## src/design/midi_track_event_parser_macros.svh

```systemverilog
// Assertion macros shared by the track event parser RTL.
`ifndef MIDI_TRACK_EVENT_PARSER_MACROS_SVH
`define MIDI_TRACK_EVENT_PARSER_MACROS_SVH

// Same-cycle implication, disabled in reset.
`define MTEP_ASSERT_NOW(label, clk, rst, ante, cons, msg) \
  label: assert property (@(posedge clk) disable iff (rst) (ante) |-> (cons)) \
    else $error(msg);

// Next-cycle implication, disabled in reset.
`define MTEP_ASSERT_NEXT(label, clk, rst, ante, cons, msg) \
  label: assert property (@(posedge clk) disable iff (rst) (ante) |=> (cons)) \
    else $error(msg);

`endif

```

## src/design/mtep_pkg.sv

```systemverilog
// Types and constants for the MIDI track event parser.
`default_nettype none

package mtep_pkg;

  localparam int DELTA_W   = 28;
  localparam int OUT_LEN_W = 28;

  localparam logic [2:0] KIND_CHANNEL = 3'd0;
  localparam logic [2:0] KIND_META    = 3'd1;
  localparam logic [2:0] KIND_SYSEX   = 3'd2;
  localparam logic [2:0] KIND_ESCAPE  = 3'd3;
  localparam logic [2:0] KIND_SYSTEM  = 3'd4;
  localparam logic [2:0] KIND_ERROR   = 3'd5;

  localparam logic [1:0] ERR_NONE       = 2'd0;
  localparam logic [1:0] ERR_NO_RUNNING = 2'd1;
  localparam logic [1:0] ERR_VARINT     = 2'd2;
  localparam logic [1:0] ERR_TRUNCATED  = 2'd3;

  localparam logic [7:0] STATUS_SYSEX  = 8'hF0;
  localparam logic [7:0] STATUS_ESCAPE = 8'hF7;
  localparam logic [7:0] STATUS_META   = 8'hFF;
  localparam logic [7:0] STATUS_SYS    = 8'hF0;
  localparam logic [3:0] GROUP_PROGRAM = 4'hC;
  localparam logic [3:0] GROUP_PRESSURE = 4'hD;

  typedef struct packed {
    logic [7:0] byte_val;
    logic       chunk_end;
  } mtep_item_t;

  typedef struct packed {
    logic [2:0]           kind;
    logic [DELTA_W-1:0]   delta_ticks;
    logic [7:0]           status_code;
    logic [3:0]           channel_num;
    logic [6:0]           data_first;
    logic [6:0]           data_second;
    logic [7:0]           payload_byte;
    logic [OUT_LEN_W-1:0] payload_index;
    logic [OUT_LEN_W-1:0] payload_len;
    logic                 has_payload;
    logic                 event_last;
    logic [1:0]           error_code;
  } mtep_result_t;

endpackage

`default_nettype wire

```

## src/design/mtep_in_stage.sv

```systemverilog
// Input register stage of the MIDI track event parser.
`default_nettype none

module mtep_in_stage (
  input  wire logic               clk,
  input  wire logic               rst,
  input  wire logic               in_valid,
  input  wire logic [7:0]         byte_in,
  input  wire logic               chunk_end,
  input  wire logic               advance,
  output logic                    in_stall,
  output logic                    item_valid,
  output mtep_pkg::mtep_item_t    item
);

  logic load;

  assign in_stall = item_valid && !advance;
  assign load     = in_valid && !in_stall;

  always_ff @(posedge clk) begin
    if (rst) begin
      item_valid <= 1'b0;
    end else if (load) begin
      item_valid <= 1'b1;
    end else if (advance) begin
      item_valid <= 1'b0;
    end
  end

  always_ff @(posedge clk) begin
    if (load) begin
      item.byte_val  <= byte_in;
      item.chunk_end <= chunk_end;
    end
  end

endmodule

`default_nettype wire

```

## src/design/mtep_parser.sv

```systemverilog
// Parse state and single-step event decode of the MIDI track event parser.
`default_nettype none

module mtep_parser #(
  parameter int MAX_VARINT_BYTES = 4,
  parameter int LENGTH_BITS      = 28
) (
  input  wire logic                   clk,
  input  wire logic                   rst,
  input  wire logic                   step,
  input  wire mtep_pkg::mtep_item_t   item,
  output mtep_pkg::mtep_result_t      result,
  output logic                        result_valid
);

  localparam int VC_W  = $clog2(MAX_VARINT_BYTES + 1);
  localparam int LB    = LENGTH_BITS;
  localparam int DW    = mtep_pkg::DELTA_W;
  localparam int OW    = mtep_pkg::OUT_LEN_W;

  localparam logic [2:0] PH_DELTA   = 3'd0;
  localparam logic [2:0] PH_STATUS  = 3'd1;
  localparam logic [2:0] PH_DATA1   = 3'd2;
  localparam logic [2:0] PH_DATA2   = 3'd3;
  localparam logic [2:0] PH_MTYPE   = 3'd4;
  localparam logic [2:0] PH_LEN     = 3'd5;
  localparam logic [2:0] PH_PAYLOAD = 3'd6;
  localparam logic [2:0] PH_SXEND   = 3'd7;

  logic [2:0]      phase, phase_next;
  logic [DW-1:0]   delta_accum, delta_accum_next;
  logic [VC_W-1:0] varint_count, varint_count_next;
  logic [7:0]      running_status_byte, running_status_byte_next;
  logic            running_status_valid, running_status_valid_next;
  logic [7:0]      current_status, current_status_next;
  logic [6:0]      held_data, held_data_next;
  logic [LB-1:0]   length_accum, length_accum_next;
  logic [LB-1:0]   payload_counter, payload_counter_next;
  logic [2:0]      event_kind, event_kind_next;

  logic [7:0]      b;
  logic            vc_full;
  logic [VC_W-1:0] vc_inc;
  logic [DW-1:0]   delta_base, delta_new;
  logic [LB-1:0]   len_base, len_new, plen_new, plen;
  logic [LB:0]     cnt_inc;
  logic            done;
  logic            is_sysex;

  function automatic mtep_pkg::mtep_result_t error_res(input logic [1:0] code);
    mtep_pkg::mtep_result_t r;
    r            = '0;
    r.kind       = mtep_pkg::KIND_ERROR;
    r.event_last = 1'b1;
    r.error_code = code;
    return r;
  endfunction

  function automatic mtep_pkg::mtep_result_t channel_res(
    input logic [DW-1:0] delta, input logic [7:0] status,
    input logic [6:0] d1, input logic [6:0] d2);
    mtep_pkg::mtep_result_t r;
    r             = '0;
    r.kind        = mtep_pkg::KIND_CHANNEL;
    r.delta_ticks = delta;
    r.status_code = status;
    r.channel_num = status[3:0];
    r.data_first  = d1;
    r.data_second = d2;
    r.event_last  = 1'b1;
    return r;
  endfunction

  function automatic mtep_pkg::mtep_result_t payload_res(
    input logic [2:0] knd, input logic [DW-1:0] delta, input logic [7:0] status,
    input logic [7:0] pbyte, input logic [OW-1:0] idx, input logic [OW-1:0] len,
    input logic has, input logic last);
    mtep_pkg::mtep_result_t r;
    r               = '0;
    r.kind          = knd;
    r.delta_ticks   = delta;
    r.status_code   = status;
    r.payload_byte  = has ? pbyte : 8'h00;
    r.payload_index = idx;
    r.payload_len   = len;
    r.has_payload   = has;
    r.event_last    = last;
    return r;
  endfunction

  function automatic logic two_data(input logic [7:0] status);
    return (status[7:4] != mtep_pkg::GROUP_PROGRAM) &&
           (status[7:4] != mtep_pkg::GROUP_PRESSURE);
  endfunction

  assign b          = item.byte_val;
  assign is_sysex   = (event_kind == mtep_pkg::KIND_SYSEX);
  assign vc_full    = (varint_count >= VC_W'(MAX_VARINT_BYTES));
  assign vc_inc     = varint_count + VC_W'(1);
  assign delta_base = (varint_count == '0) ? '0 : delta_accum;
  assign delta_new  = DW'({delta_base, b[6:0]});
  assign len_base   = (varint_count == '0) ? '0 : length_accum;
  assign len_new    = LB'({len_base, b[6:0]});
  assign plen_new   = (is_sysex && len_new != '0) ? len_new - LB'(1) : len_new;
  assign plen       = (is_sysex && length_accum != '0) ? length_accum - LB'(1) : length_accum;
  assign cnt_inc    = {1'b0, payload_counter} + (LB + 1)'(1);
  assign done       = (cnt_inc >= {1'b0, plen});

  always_comb begin
    phase_next                = phase;
    delta_accum_next          = delta_accum;
    varint_count_next         = varint_count;
    running_status_byte_next  = running_status_byte;
    running_status_valid_next = running_status_valid;
    current_status_next       = current_status;
    held_data_next            = held_data;
    length_accum_next         = length_accum;
    payload_counter_next      = payload_counter;
    event_kind_next           = event_kind;
    result                    = '0;
    result_valid              = 1'b0;

    unique case (phase)
      PH_STATUS: begin
        if (b < 8'h80) begin
          if (!running_status_valid) begin
            result            = error_res(mtep_pkg::ERR_NO_RUNNING);
            result_valid      = 1'b1;
            phase_next        = PH_DELTA;
            varint_count_next = '0;
          end else begin
            current_status_next = running_status_byte;
            if (two_data(running_status_byte)) begin
              held_data_next = b[6:0];
              phase_next     = PH_DATA2;
            end else begin
              result       = channel_res(delta_accum, running_status_byte, b[6:0], 7'd0);
              result_valid = 1'b1;
              phase_next   = PH_DELTA;
            end
          end
        end else if (b < mtep_pkg::STATUS_SYS) begin
          running_status_byte_next  = b;
          running_status_valid_next = 1'b1;
          current_status_next       = b;
          phase_next                = PH_DATA1;
        end else begin
          running_status_byte_next  = 8'h00;
          running_status_valid_next = 1'b0;
          current_status_next       = b;
          varint_count_next         = '0;
          if (b == mtep_pkg::STATUS_META) begin
            event_kind_next = mtep_pkg::KIND_META;
            phase_next      = PH_MTYPE;
          end else if (b == mtep_pkg::STATUS_SYSEX) begin
            event_kind_next = mtep_pkg::KIND_SYSEX;
            phase_next      = PH_LEN;
          end else if (b == mtep_pkg::STATUS_ESCAPE) begin
            event_kind_next = mtep_pkg::KIND_ESCAPE;
            phase_next      = PH_LEN;
          end else begin
            result             = '0;
            result.kind        = mtep_pkg::KIND_SYSTEM;
            result.delta_ticks = delta_accum;
            result.status_code = b;
            result.event_last  = 1'b1;
            result_valid       = 1'b1;
            phase_next         = PH_DELTA;
          end
        end
      end
      PH_DATA1: begin
        if (two_data(current_status)) begin
          held_data_next = b[6:0];
          phase_next     = PH_DATA2;
        end else begin
          result       = channel_res(delta_accum, current_status, b[6:0], 7'd0);
          result_valid = 1'b1;
          phase_next   = PH_DELTA;
        end
      end
      PH_DATA2: begin
        result       = channel_res(delta_accum, current_status, held_data, b[6:0]);
        result_valid = 1'b1;
        phase_next   = PH_DELTA;
      end
      PH_MTYPE: begin
        current_status_next = b;
        varint_count_next   = '0;
        phase_next          = PH_LEN;
      end
      PH_LEN: begin
        if (vc_full) begin
          result            = error_res(mtep_pkg::ERR_VARINT);
          result_valid      = 1'b1;
          phase_next        = PH_DELTA;
          varint_count_next = '0;
        end else begin
          length_accum_next = len_new;
          varint_count_next = vc_inc;
          if (!b[7]) begin
            varint_count_next    = '0;
            payload_counter_next = '0;
            if (is_sysex && len_new != '0 && plen_new == '0) begin
              phase_next = PH_SXEND;
            end else if (plen_new == '0) begin
              result       = payload_res(event_kind, delta_accum, current_status, 8'h00,
                                         '0, OW'(plen_new), 1'b0, 1'b1);
              result_valid = 1'b1;
              phase_next   = PH_DELTA;
            end else begin
              phase_next = PH_PAYLOAD;
            end
          end
        end
      end
      PH_PAYLOAD: begin
        payload_counter_next = LB'(cnt_inc);
        result       = payload_res(event_kind, delta_accum, current_status, b,
                                   OW'(payload_counter), OW'(plen), 1'b1,
                                   done && !is_sysex);
        result_valid = 1'b1;
        if (done) begin
          phase_next = is_sysex ? PH_SXEND : PH_DELTA;
        end
      end
      PH_SXEND: begin
        result            = payload_res(event_kind, delta_accum, current_status, 8'h00,
                                        OW'(plen), OW'(plen), 1'b0, 1'b1);
        result_valid      = 1'b1;
        phase_next        = PH_DELTA;
        varint_count_next = '0;
        if (b != mtep_pkg::STATUS_ESCAPE) begin
          // terminator missing: this byte opens the next delta
          delta_accum_next  = DW'(b[6:0]);
          varint_count_next = VC_W'(1);
          if (!b[7]) begin
            varint_count_next = '0;
            phase_next        = PH_STATUS;
          end
        end
      end
      default: begin
        if (vc_full) begin
          result            = error_res(mtep_pkg::ERR_VARINT);
          result_valid      = 1'b1;
          phase_next        = PH_DELTA;
          varint_count_next = '0;
        end else begin
          delta_accum_next  = delta_new;
          varint_count_next = vc_inc;
          if (!b[7]) begin
            varint_count_next = '0;
            phase_next        = PH_STATUS;
          end
        end
      end
    endcase

    if (item.chunk_end) begin
      if (phase_next != PH_DELTA || varint_count_next != '0) begin
        result       = error_res(mtep_pkg::ERR_TRUNCATED);
        result_valid = 1'b1;
      end
      phase_next                = PH_DELTA;
      delta_accum_next          = '0;
      varint_count_next         = '0;
      running_status_byte_next  = 8'h00;
      running_status_valid_next = 1'b0;
      current_status_next       = 8'h00;
      held_data_next            = 7'd0;
      length_accum_next         = '0;
      payload_counter_next      = '0;
      event_kind_next           = mtep_pkg::KIND_CHANNEL;
    end
  end

  always_ff @(posedge clk) begin
    if (rst) begin
      phase                <= PH_DELTA;
      delta_accum          <= '0;
      varint_count         <= '0;
      running_status_byte  <= 8'h00;
      running_status_valid <= 1'b0;
      current_status       <= 8'h00;
      held_data            <= 7'd0;
      length_accum         <= '0;
      payload_counter      <= '0;
      event_kind           <= mtep_pkg::KIND_CHANNEL;
    end else if (step) begin
      phase                <= phase_next;
      delta_accum          <= delta_accum_next;
      varint_count         <= varint_count_next;
      running_status_byte  <= running_status_byte_next;
      running_status_valid <= running_status_valid_next;
      current_status       <= current_status_next;
      held_data            <= held_data_next;
      length_accum         <= length_accum_next;
      payload_counter      <= payload_counter_next;
      event_kind           <= event_kind_next;
    end
  end

endmodule

`default_nettype wire

```

## src/design/midi_track_event_parser.sv

```systemverilog
// Top level of the MIDI track event parser: input stage, parse step, result register.
//
// Usage:
//   Input channel (in_valid / in_stall) takes one byte of a track chunk per
//   transaction, chunk_end set on the chunk's last byte. Output channel
//   (out_valid / out_stall) gives at most one event result per input byte:
//   a channel message, a system event, one payload byte of a meta, sysex or
//   escape event, an empty meta, sysex or escape event, a sysex close, or an error.
//   Each byte is held in the input register, and its result is then held in
//   the result register.
//   Throughput: one byte per cycle while out_stall is low, set by the
//   combinational parse step between the two registers.
//   When out_stall is high with a result held, the parse step pauses; an
//   empty input register still takes one more byte, then in_stall rises.
//   Reset clears both valid flags and returns the parse state to waiting for
//   a delta time with no running status. A byte carrying chunk_end also
//   returns the parse state to that condition.
`default_nettype none
`include "midi_track_event_parser_macros.svh"

module midi_track_event_parser #(
  parameter int MAX_VARINT_BYTES = 4,
  parameter int LENGTH_BITS      = 28
) (
  input  wire logic        clk,
  input  wire logic        rst,
  input  wire logic        in_valid,
  output logic             in_stall,
  input  wire logic [7:0]  byte_in,
  input  wire logic        chunk_end,
  output logic             out_valid,
  input  wire logic        out_stall,
  output logic [2:0]       kind,
  output logic [27:0]      delta_ticks,
  output logic [7:0]       status_code,
  output logic [3:0]       channel_num,
  output logic [6:0]       data_first,
  output logic [6:0]       data_second,
  output logic [7:0]       payload_byte,
  output logic [27:0]      payload_index,
  output logic [27:0]      payload_len,
  output logic             has_payload,
  output logic             event_last,
  output logic [1:0]       error_code
);

  logic                   item_valid;
  mtep_pkg::mtep_item_t   item;
  logic                   advance;
  mtep_pkg::mtep_result_t step_res;
  logic                   step_valid;
  mtep_pkg::mtep_result_t out_res;

  assign advance = item_valid && (!out_valid || !out_stall);

  mtep_in_stage u_in_stage (
    .clk        (clk),
    .rst        (rst),
    .in_valid   (in_valid),
    .byte_in    (byte_in),
    .chunk_end  (chunk_end),
    .advance    (advance),
    .in_stall   (in_stall),
    .item_valid (item_valid),
    .item       (item)
  );

  mtep_parser #(
    .MAX_VARINT_BYTES (MAX_VARINT_BYTES),
    .LENGTH_BITS      (LENGTH_BITS)
  ) u_parser (
    .clk          (clk),
    .rst          (rst),
    .step         (advance),
    .item         (item),
    .result       (step_res),
    .result_valid (step_valid)
  );

  always_ff @(posedge clk) begin
    if (rst) begin
      out_valid <= 1'b0;
    end else if (advance) begin
      out_valid <= step_valid;
    end else if (!out_stall) begin
      out_valid <= 1'b0;
    end
  end

  always_ff @(posedge clk) begin
    if (advance && step_valid) begin
      out_res <= step_res;
    end
  end

  assign kind          = out_res.kind;
  assign delta_ticks   = out_res.delta_ticks;
  assign status_code   = out_res.status_code;
  assign channel_num   = out_res.channel_num;
  assign data_first    = out_res.data_first;
  assign data_second   = out_res.data_second;
  assign payload_byte  = out_res.payload_byte;
  assign payload_index = out_res.payload_index;
  assign payload_len   = out_res.payload_len;
  assign has_payload   = out_res.has_payload;
  assign event_last    = out_res.event_last;
  assign error_code    = out_res.error_code;

  `MTEP_ASSERT_NOW(a_error_closes, clk, rst, out_valid && kind == mtep_pkg::KIND_ERROR, event_last && error_code != mtep_pkg::ERR_NONE, "error result malformed")
  `MTEP_ASSERT_NOW(a_code_only_on_error, clk, rst, out_valid && kind != mtep_pkg::KIND_ERROR, error_code == mtep_pkg::ERR_NONE, "error code on non-error result")
  `MTEP_ASSERT_NOW(a_channel_no_payload, clk, rst, out_valid && kind == mtep_pkg::KIND_CHANNEL, !has_payload && payload_len == '0 && event_last, "channel result carries payload")
  `MTEP_ASSERT_NEXT(a_stall_pauses_step, clk, rst, out_valid && out_stall && item_valid, item_valid && out_valid, "parse step ran while result held")

endmodule

`default_nettype wire
```

## config.mk

```make
export PLATFORM = sky130hd
export DESIGN_NAME = midi_track_event_parser
export DESIGN_NICKNAME = d
export VERILOG_FILES = /design/src/design/mtep_pkg.sv /design/src/design/mtep_in_stage.sv /design/src/design/mtep_parser.sv /design/src/design/midi_track_event_parser.sv
export VERILOG_INCLUDE_DIRS = /design/src /design/src/design
export SDC_FILE = /design/constraint.sdc
export NUM_CORES = 1
export LEC_CHECK = 0
export BUFFER_PORTS_ARGS = -buffer_cell sky130_fd_sc_hd__buf_2
export CORE_MARGIN = 1.5
export CORE_UTILIZATION = 48
export CTS_CLUSTER_DIAMETER = 100
export DETAILED_ROUTE_END_ITERATION = 10
export PLACE_DENSITY = 0.68
export SYNTH_ARGS = -nofsm -noshare
export SYNTH_HDL_FRONTEND = slang
export SYNTH_HIERARCHICAL = 1
export SYNTH_SLANG_ARGS = --single-unit
```

## constraint.sdc

```tcl
create_clock -name clk -period 16.1 [get_ports clk]
set_clock_uncertainty 0.15 [all_clocks]
set_input_delay 3.22 -clock clk [delete_from_list [all_inputs] [get_ports clk]]
set_output_delay 3.22 -clock clk [all_outputs]
set_load 0.02 [all_outputs]
```

==> results.sh, run 1 <==
export IMPL_timing_critical_path_to="payload_index[26]"
export IMPL_timing_critical_path_slowest_stage_cell="buf_4"
export IMPL_number_of_design_rule_violations_left_by_the_first_detailed_router_iteration=1340
export IMPL_grt_overflow_total=0
export IMPL_setup_tns_final_ps=0
export IMPL_leakage_component_of_the_power_nw=5.19
export IMPL_max_cap_check_violation_count=0
export IMPL_syn_instance_count=1387
export IMPL_r2r_slack_ps=8140
export IMPL_yosysSeqAreaShare_pct=48.8
export IMPL_globalRoute_busiestLayer="met2"
export IMPL_timing_critical_path_from="u_parser/length_accum[0]"
export IMPL_pre_cts_ws_ps=8280
export IMPL_design_area_mm2=0.0147
export IMPL_synthFlopType="edfxtp_1"
export IMPL_rr_worst_depth=25
export IMPL_critical_path_n_buffers_inverters=4
export IMPL_fmaxAchievable_mhz=126
export IMPL_synth_edff_count=134
export IMPL_final_hold_viol_count=0
export IMPL_timing_hold_ws_ps=301
export IMPL_worstPathRequired_ps=16130
export IMPL_clk_latency_ps=560
export IMPL_place_inst=1764
export IMPL_yosysUniqueCellTypes=74
export IMPL_effective_utilization_at_floorplan_pct=48.7
export IMPL_crit_type="flop to flop"
export IMPL_gr_usage_met1_pct=34.5
export IMPL_ys_seq_elements=252
export IMPL_powerDensity_mw_per_mm2=98.9
export IMPL_synthesis_yosys_warnings=6
export IMPL_die_h_um=168
export IMPL_h_tree_depth=1
export IMPL_post_route_drc_count=0
export IMPL_clock_root_buffer="clkbuf_16"
export IMPL_cp_slowest_stage_delay_ps=750
export IMPL_yosysTopAreaCell="edfxtp_1"
export IMPL_finalNetCount=1501
export IMPL_synthMostInstantiatedCell="nor2_1"
export IMPL_total_wirelength_of_the_detailed_routed_design_mm=35.2
export IMPL_cts_buffers_inserted=27
export IMPL_clock_slew_at_the_register_clock_pins_of_the_worst_setup_and_hold_paths_ps=60
export IMPL_layout_setup_ws_ps=8140
export IMPL_area_delta_synth_final_pct=12.5
export IMPL_clock_sinks=252
export IMPL_timing_critical_path_fanout_max=66
export IMPL_gr_util_met3_pct=3.20
export IMPL_globalRouteMet2Util_pct=38.6
export IMPL_relSlewSlack_pct=17.5
export IMPL_fin_total_pwr_mw=1.46
export IMPL_wire_length_of_the_first_global_routing_pass_mm=55.3
export IMPL_critical_path_top_delay_family="simple AND/OR/NAND/NOR gates"
export IMPL_antenna_diode_count=0
export IMPL_postSynth_asyncResetShare_pct=0
export IMPL_clockBufferDepth=3
export IMPL_synth_area_mm2=0.0131
export IMPL_layout_cells_non_filler=1814
export IMPL_report_final_setup_viol=0
export IMPL_route_detailed_vias_per_inst=6.08
export IMPL_status="complete, no violations"
export IMPL_layout_worst_path_cycle_share_pct=49.4
export IMPL_ys_top_cells_by_area="edfxtp_1 (31%), dfxtp_1 (18%), nor2_1 (4.8%)"
export IMPL_place_area_mm2=0.0138
export IMPL_dp_final_hpwl_mm=23.1
export IMPL_antenna_found_initial=0
export IMPL_num_rows=60
export IMPL_ctsResizeCount=0
export IMPL_io_pin_count=140
export IMPL_worst_setup_path_start_kind="flop"
export IMPL_drive_above_1_share_pct=16.4
export IMPL_avgRoutedWirePerCell_um=19.4
export IMPL_synthesis_area_per_instance_um2=9.44
export IMPL_syn_nets=1436
export IMPL_timing_worst_slew_pin_value_ps=1240
export IMPL_finalMaxSlewViolations=0
export IMPL_hold_path_class="flop to flop"
export IMPL_yosys_top_cells_count="nor2_1 (169), edfxtp_1 (134), dfxtp_1 (118)"
export IMPL_fp_dieArea_mm2=0.0283
export IMPL_num_vias=11033
export IMPL_grt_start_max_net_pins=100
export IMPL_antenna_left=0
export IMPL_synth_largest_type_area_fraction_pct=30.7
export IMPL_post_cts_buffers=0
export IMPL_regToRegEndpoint="payload_index[26]"
export IMPL_timing_rr_start="u_parser/length_accum[0]"
export IMPL_final_util_pct=54.8
export IMPL_rsz0062_at_grt="no"
export IMPL_critical_path_arrival_ps=7980
export IMPL_groute_usage_overall_pct=24.2
export IMPL_clock_tree_from_tritoncts="built"
export IMPL_cts_hold_repair_buffers=0
export IMPL_place_port_buffers=139
export IMPL_core_region_area_mm2=0.0269
export IMPL_period_minus_slack_ps=7960
export IMPL_ir_drop_v=0.0000754
export IMPL_drt_pass1_iterations=5
export IMPL_grt_pass1_vias=10232
export IMPL_worstSetupPathDepth=25
export IMPL_gp_congestion=0.910
export IMPL_end_kind="flop"
export IMPL_die_width_um=168
-- flip-flops by register name, indices dropped and copies added (netlist names), 3 cells and up --
name / cells
payload_byte: 8
channel_num: 4
data_first: 7
u_parser/payload_counter: 28
u_parser/delta_accum: 28
u_parser/held_data: 7
data_second: 7
status_code: 8
kind: 3
payload_len: 28
u_in_stage/item: 9
u_parser/running_status_byte: 8
delta_ticks: 28
payload_index: 28
u_parser/varint_count: 3
u_parser/current_status: 8
u_parser/length_accum: 28
u_parser/phase: 3
-- per-layer routing --
layer  wire length [um]  part of all wire, %  up-vias
li1                   -                    -     5161
met1              15400                   44     5260
met2              16200                   46      530
met3               2650                  7.5       82
met4                965                  2.7        0
met5                  0                    0        -
-- report_power, final --
| group | switching [mW] | internal (mW) | total (mW) |
|---|---|---|---|
| clock | 0.264 | 0.396 | 0.660 |
| sequential | 0.0127 | 0.694 | 0.707 |
| combinational | 0.0674 | 0.0233 | 0.0907 |
| total | 0.344 | 1.11 | 1.46 |
-- cells in the final DEF, fill, tap and decap left out, types with 7 or more instances in the layout --
| master | n |
|---|---|
| nor2_1 | 169 |
| buf_2 | 138 |
| edfxtp_1 | 134 |
| dfxtp_1 | 118 |
| nand2_1 | 110 |
| a21oi_1 | 95 |
| a22oi_1 | 84 |
| nand3_1 | 52 |
| nor3_1 | 47 |
| inv_1 | 41 |
| o21ai_0 | 40 |
| ha_1 | 36 |
| nor3b_1 | 35 |
| and3_1 | 31 |
| xnor2_1 | 28 |
| clkbuf_16 | 27 |
| xor2_1 | 25 |
| nor4_1 | 17 |
| mux2i_1 | 16 |
| nor2b_1 | 15 |
| buf_4 | 14 |
| nor3_2 | 14 |
| a31oi_1 | 12 |
| a21o_1 | 11 |
| or3_1 | 10 |
| nand2b_1 | 9 |
| and2_1 | 8 |
| clkinv_2 | 8 |
| or2_2 | 7 |
| a21bo_2 | 7 |
-- layout make-up --
class / count / area [um^2]
Tap cell: 341 / 427
Multi-Input combinational cell: 978 / 6020
Clock buffer: 32 / 704
Timing Repair Buffer: 152 / 796
Inverter: 41 / 154
Clock inverter: 18 / 244
Fill cell: 2438 / 12100
Sequential cell: 252 / 6390
-- logic make-up (layout without fill, tap and decap cells) --
group	count (synthesis)	after routing	share of synthesized area, %
buffers and inverters	157	243	5.47
XOR/XNOR	53	53	3.54
AO/OA/AOI/OAI	313	313	15.8
flip-flops	252	252	48.8
adder cells (fa/ha/maj)	36	36	3.44
AND/OR/NAND/NOR	560	560	21.8
multiplexers	16	16	1.22
-- worst min-delay path by stage --
stage                                        start                  endpoint  cells after the start
after floorplan           u_parser/delta_accum[21]  u_parser/delta_accum[21]                      2
after global placement    u_parser/delta_accum[24]  u_parser/delta_accum[24]                      2
after detailed placement  u_parser/delta_accum[21]  u_parser/delta_accum[21]                      2
after CTS                 u_parser/delta_accum[21]  u_parser/delta_accum[21]                      2
after global routing      u_parser/delta_accum[24]  u_parser/delta_accum[24]                      2
final                     u_parser/delta_accum[26]  u_parser/delta_accum[26]                      2
-- worst reg2reg max path: stages, from the launching register on --
cell and delay, ps:
dfxtp_1 600, inv_1 160, ha_1 230, nor4b_1 130
a41oi_1 630, and3_1 350, nand3_1 180, or4_1 550
nor4_1 260, xor2_1 220, inv_1 100, ha_1 300
and4_1 200, nand3_1 90, a21oi_1 140, o211ai_1 110
a31oi_1 300, or2_2 200, a31oi_1 100, o22ai_1 320
o31a_1 290, or4_1 220, nand2_1 120, a21oi_4 120
buf_4 630, buf_4 810
No activity file was read; power rests on OpenSTA's default activity.
==> run 2: changes to the inputs <==
==> constraint.sdc (replaced) <==
create_clock -name clk -period 7.54 [get_ports clk]
set_clock_uncertainty 0.15 [all_clocks]
set_input_delay 1.508 -clock clk [delete_from_list [all_inputs] [get_ports clk]]
set_output_delay 1.508 -clock clk [all_outputs]
set_load 0.02 [all_outputs]
==> results.sh, run 2 (synthesis results as in run 1) <==
export IMPL_clock_sinks=252
export IMPL_final_util_pct=55.1
export IMPL_layout_worst_path_cycle_share_pct=88.4
export IMPL_relSlewSlack_pct=20.4
export IMPL_effective_utilization_at_floorplan_pct=48.7
export IMPL_timing_hold_ws_ps=298
export IMPL_die_width_um=168
export IMPL_grt_pass1_vias=10335
export IMPL_rsz0062_at_grt="no"
export IMPL_number_of_design_rule_violations_left_by_the_first_detailed_router_iteration=1335
export IMPL_powerDensity_mw_per_mm2=208
export IMPL_antenna_left=0
export IMPL_clock_slew_at_the_register_clock_pins_of_the_worst_setup_and_hold_paths_ps=70
export IMPL_drive_above_1_share_pct=16.7
export IMPL_cts_buffers_inserted=27
export IMPL_wire_length_of_the_first_global_routing_pass_mm=55.3
export IMPL_gp_congestion=0.982
export IMPL_max_cap_check_violation_count=0
export IMPL_end_kind="flop"
export IMPL_clock_tree_from_tritoncts="built"
export IMPL_groute_usage_overall_pct=24.2
export IMPL_clockBufferDepth=3
export IMPL_critical_path_top_delay_family="simple AND/OR/NAND/NOR gates"
export IMPL_setup_tns_final_ps=0
export IMPL_timing_critical_path_cells="inv_1 -> ha_1 -> nor4b_1 -> a41oi_1 -> and3_1 -> nand3_1 -> or4_1 -> nor4_1 -> xor2_1 -> inv_1 -> ha_1 -> and4_1 -> nand3_1 -> a21oi_1 -> o211ai_1 -> a31oi_1 -> or2_2 -> a31oi_1 -> o22ai_1 -> o31a_1 -> or4_1 -> nand2_1 -> a21oi_4 -> buf_12"
export IMPL_report_final_setup_viol=0
export IMPL_grt_overflow_total=0
export IMPL_finalMaxSlewViolations=0
export IMPL_place_port_buffers=139
export IMPL_post_cts_buffers=0
export IMPL_die_h_um=168
export IMPL_num_rows=60
export IMPL_io_pin_count=140
export IMPL_worstPathRequired_ps=7610
export IMPL_dp_final_hpwl_mm=23.6
export IMPL_cp_slowest_stage_delay_ps=580
export IMPL_status="complete, no violations"
export IMPL_clk_latency_ps=560
export IMPL_timing_critical_path_slowest_stage_cell="dfxtp_1"
export IMPL_period_minus_slack_ps=6670
export IMPL_critical_path_n_buffers_inverters=3
export IMPL_worst_setup_path_start_kind="flop"
export IMPL_ir_drop_v=0.000170
export IMPL_mostFrequentLayoutCell="nor2_1"
export IMPL_num_vias=10909
export IMPL_fmaxAchievable_mhz=150
export IMPL_ctsResizeCount=0
export IMPL_layout_common_cells="nor2_1 (169), buf_2 (138), edfxtp_1 (134)"
export IMPL_h_tree_depth=1
export IMPL_total_wirelength_of_the_detailed_routed_design_mm=35.1
export IMPL_timing_critical_path_fanout_max=53
export IMPL_finalNetCount=1509
export IMPL_leakage_component_of_the_power_nw=5.21
export IMPL_antenna_found_initial=0
export IMPL_antenna_diode_count=0
export IMPL_final_hold_viol_count=0
export IMPL_clock_root_buffer="clkbuf_16"
export IMPL_r2r_slack_ps=870
export IMPL_cts_hold_repair_buffers=0
export IMPL_drt_pass1_iterations=6
export IMPL_area_delta_synth_final_pct=13.0
export IMPL_avgRoutedWirePerCell_um=19.3
export IMPL_fp_dieArea_mm2=0.0283
export IMPL_critical_path_arrival_ps=6730
export IMPL_crit_type="flop to flop"
export IMPL_grt_start_max_net_pins=73
export IMPL_route_detailed_vias_per_inst=5.99
export IMPL_core_region_area_mm2=0.0269
export IMPL_hold_path_class="flop to flop"
export IMPL_timing_worst_slew_pin_value_ps=1190
export IMPL_post_route_drc_count=0
-- run 2: cell count changes in the layout (fill, tap and decap cells not counted) --
cell        change
clkbuf_1        -4
bufinv_16       -1
clkinv_1        +6
clkinv_2        -3
buf_12          +2
clkinv_4        -1
buf_4           +6
clkinvlp_4      +3
-- run 2: cell type report --
type	count	area (um^2)
Sequential cell	252	6390
Clock buffer	28	689
Inverter	41	154
Tap cell	341	427
Timing Repair Buffer	160	881
Multi-Input combinational cell	978	6020
Fill cell	2460	12100
Clock inverter	22	235
-- run 2: final timing paths --
path / endpoint / start / cells past startpoint
hold / removal: u_parser/delta_accum[22] / u_parser/delta_accum[22] / 2
setup reg to reg: payload_index[14] / u_parser/length_accum[0] / 24
setup / recovery: payload_index[14] / u_parser/length_accum[0] / 24
hold reg to reg: u_parser/delta_accum[22] / u_parser/delta_accum[22] / 2
-- run 2: metrics by stage --
stage	worst slack [ps]	power (mW)	area, um^2	std cells
after floorplan	88.3	1.67	13100	1387
after global placement	1160	1.73	13900	1772
after detailed placement	1010	1.74	13900	1772
after CTS	924	3.10	14800	1822
after global routing	373	3.18	14800	1822
final	871	3.08	14800	1822
-- run 2: routing by layer --
metal	vias to the layer above	share of wire, %	global-route usage [%]
met5	-	0	0
met4	0	1.7	6.06
met2	509	45	37.6
met3	53	9.1	5.62
li1	5185	-	-
met1	5162	44	34.3
-- run 2: tightest hold or removal path, stage by stage (launching register included) --
cell	delay (ps)
dfxtp_1	310
nand2_1	50
a21oi_1	50
-- run 2: power by group --
| part | switching, mW | internal [mW] |
|---|---|---|
| Clock | 0.572 | 0.806 |
| Combinational | 0.146 | 0.0546 |
| Sequential | 0.0248 | 1.48 |
| Total | 0.743 | 2.34 |
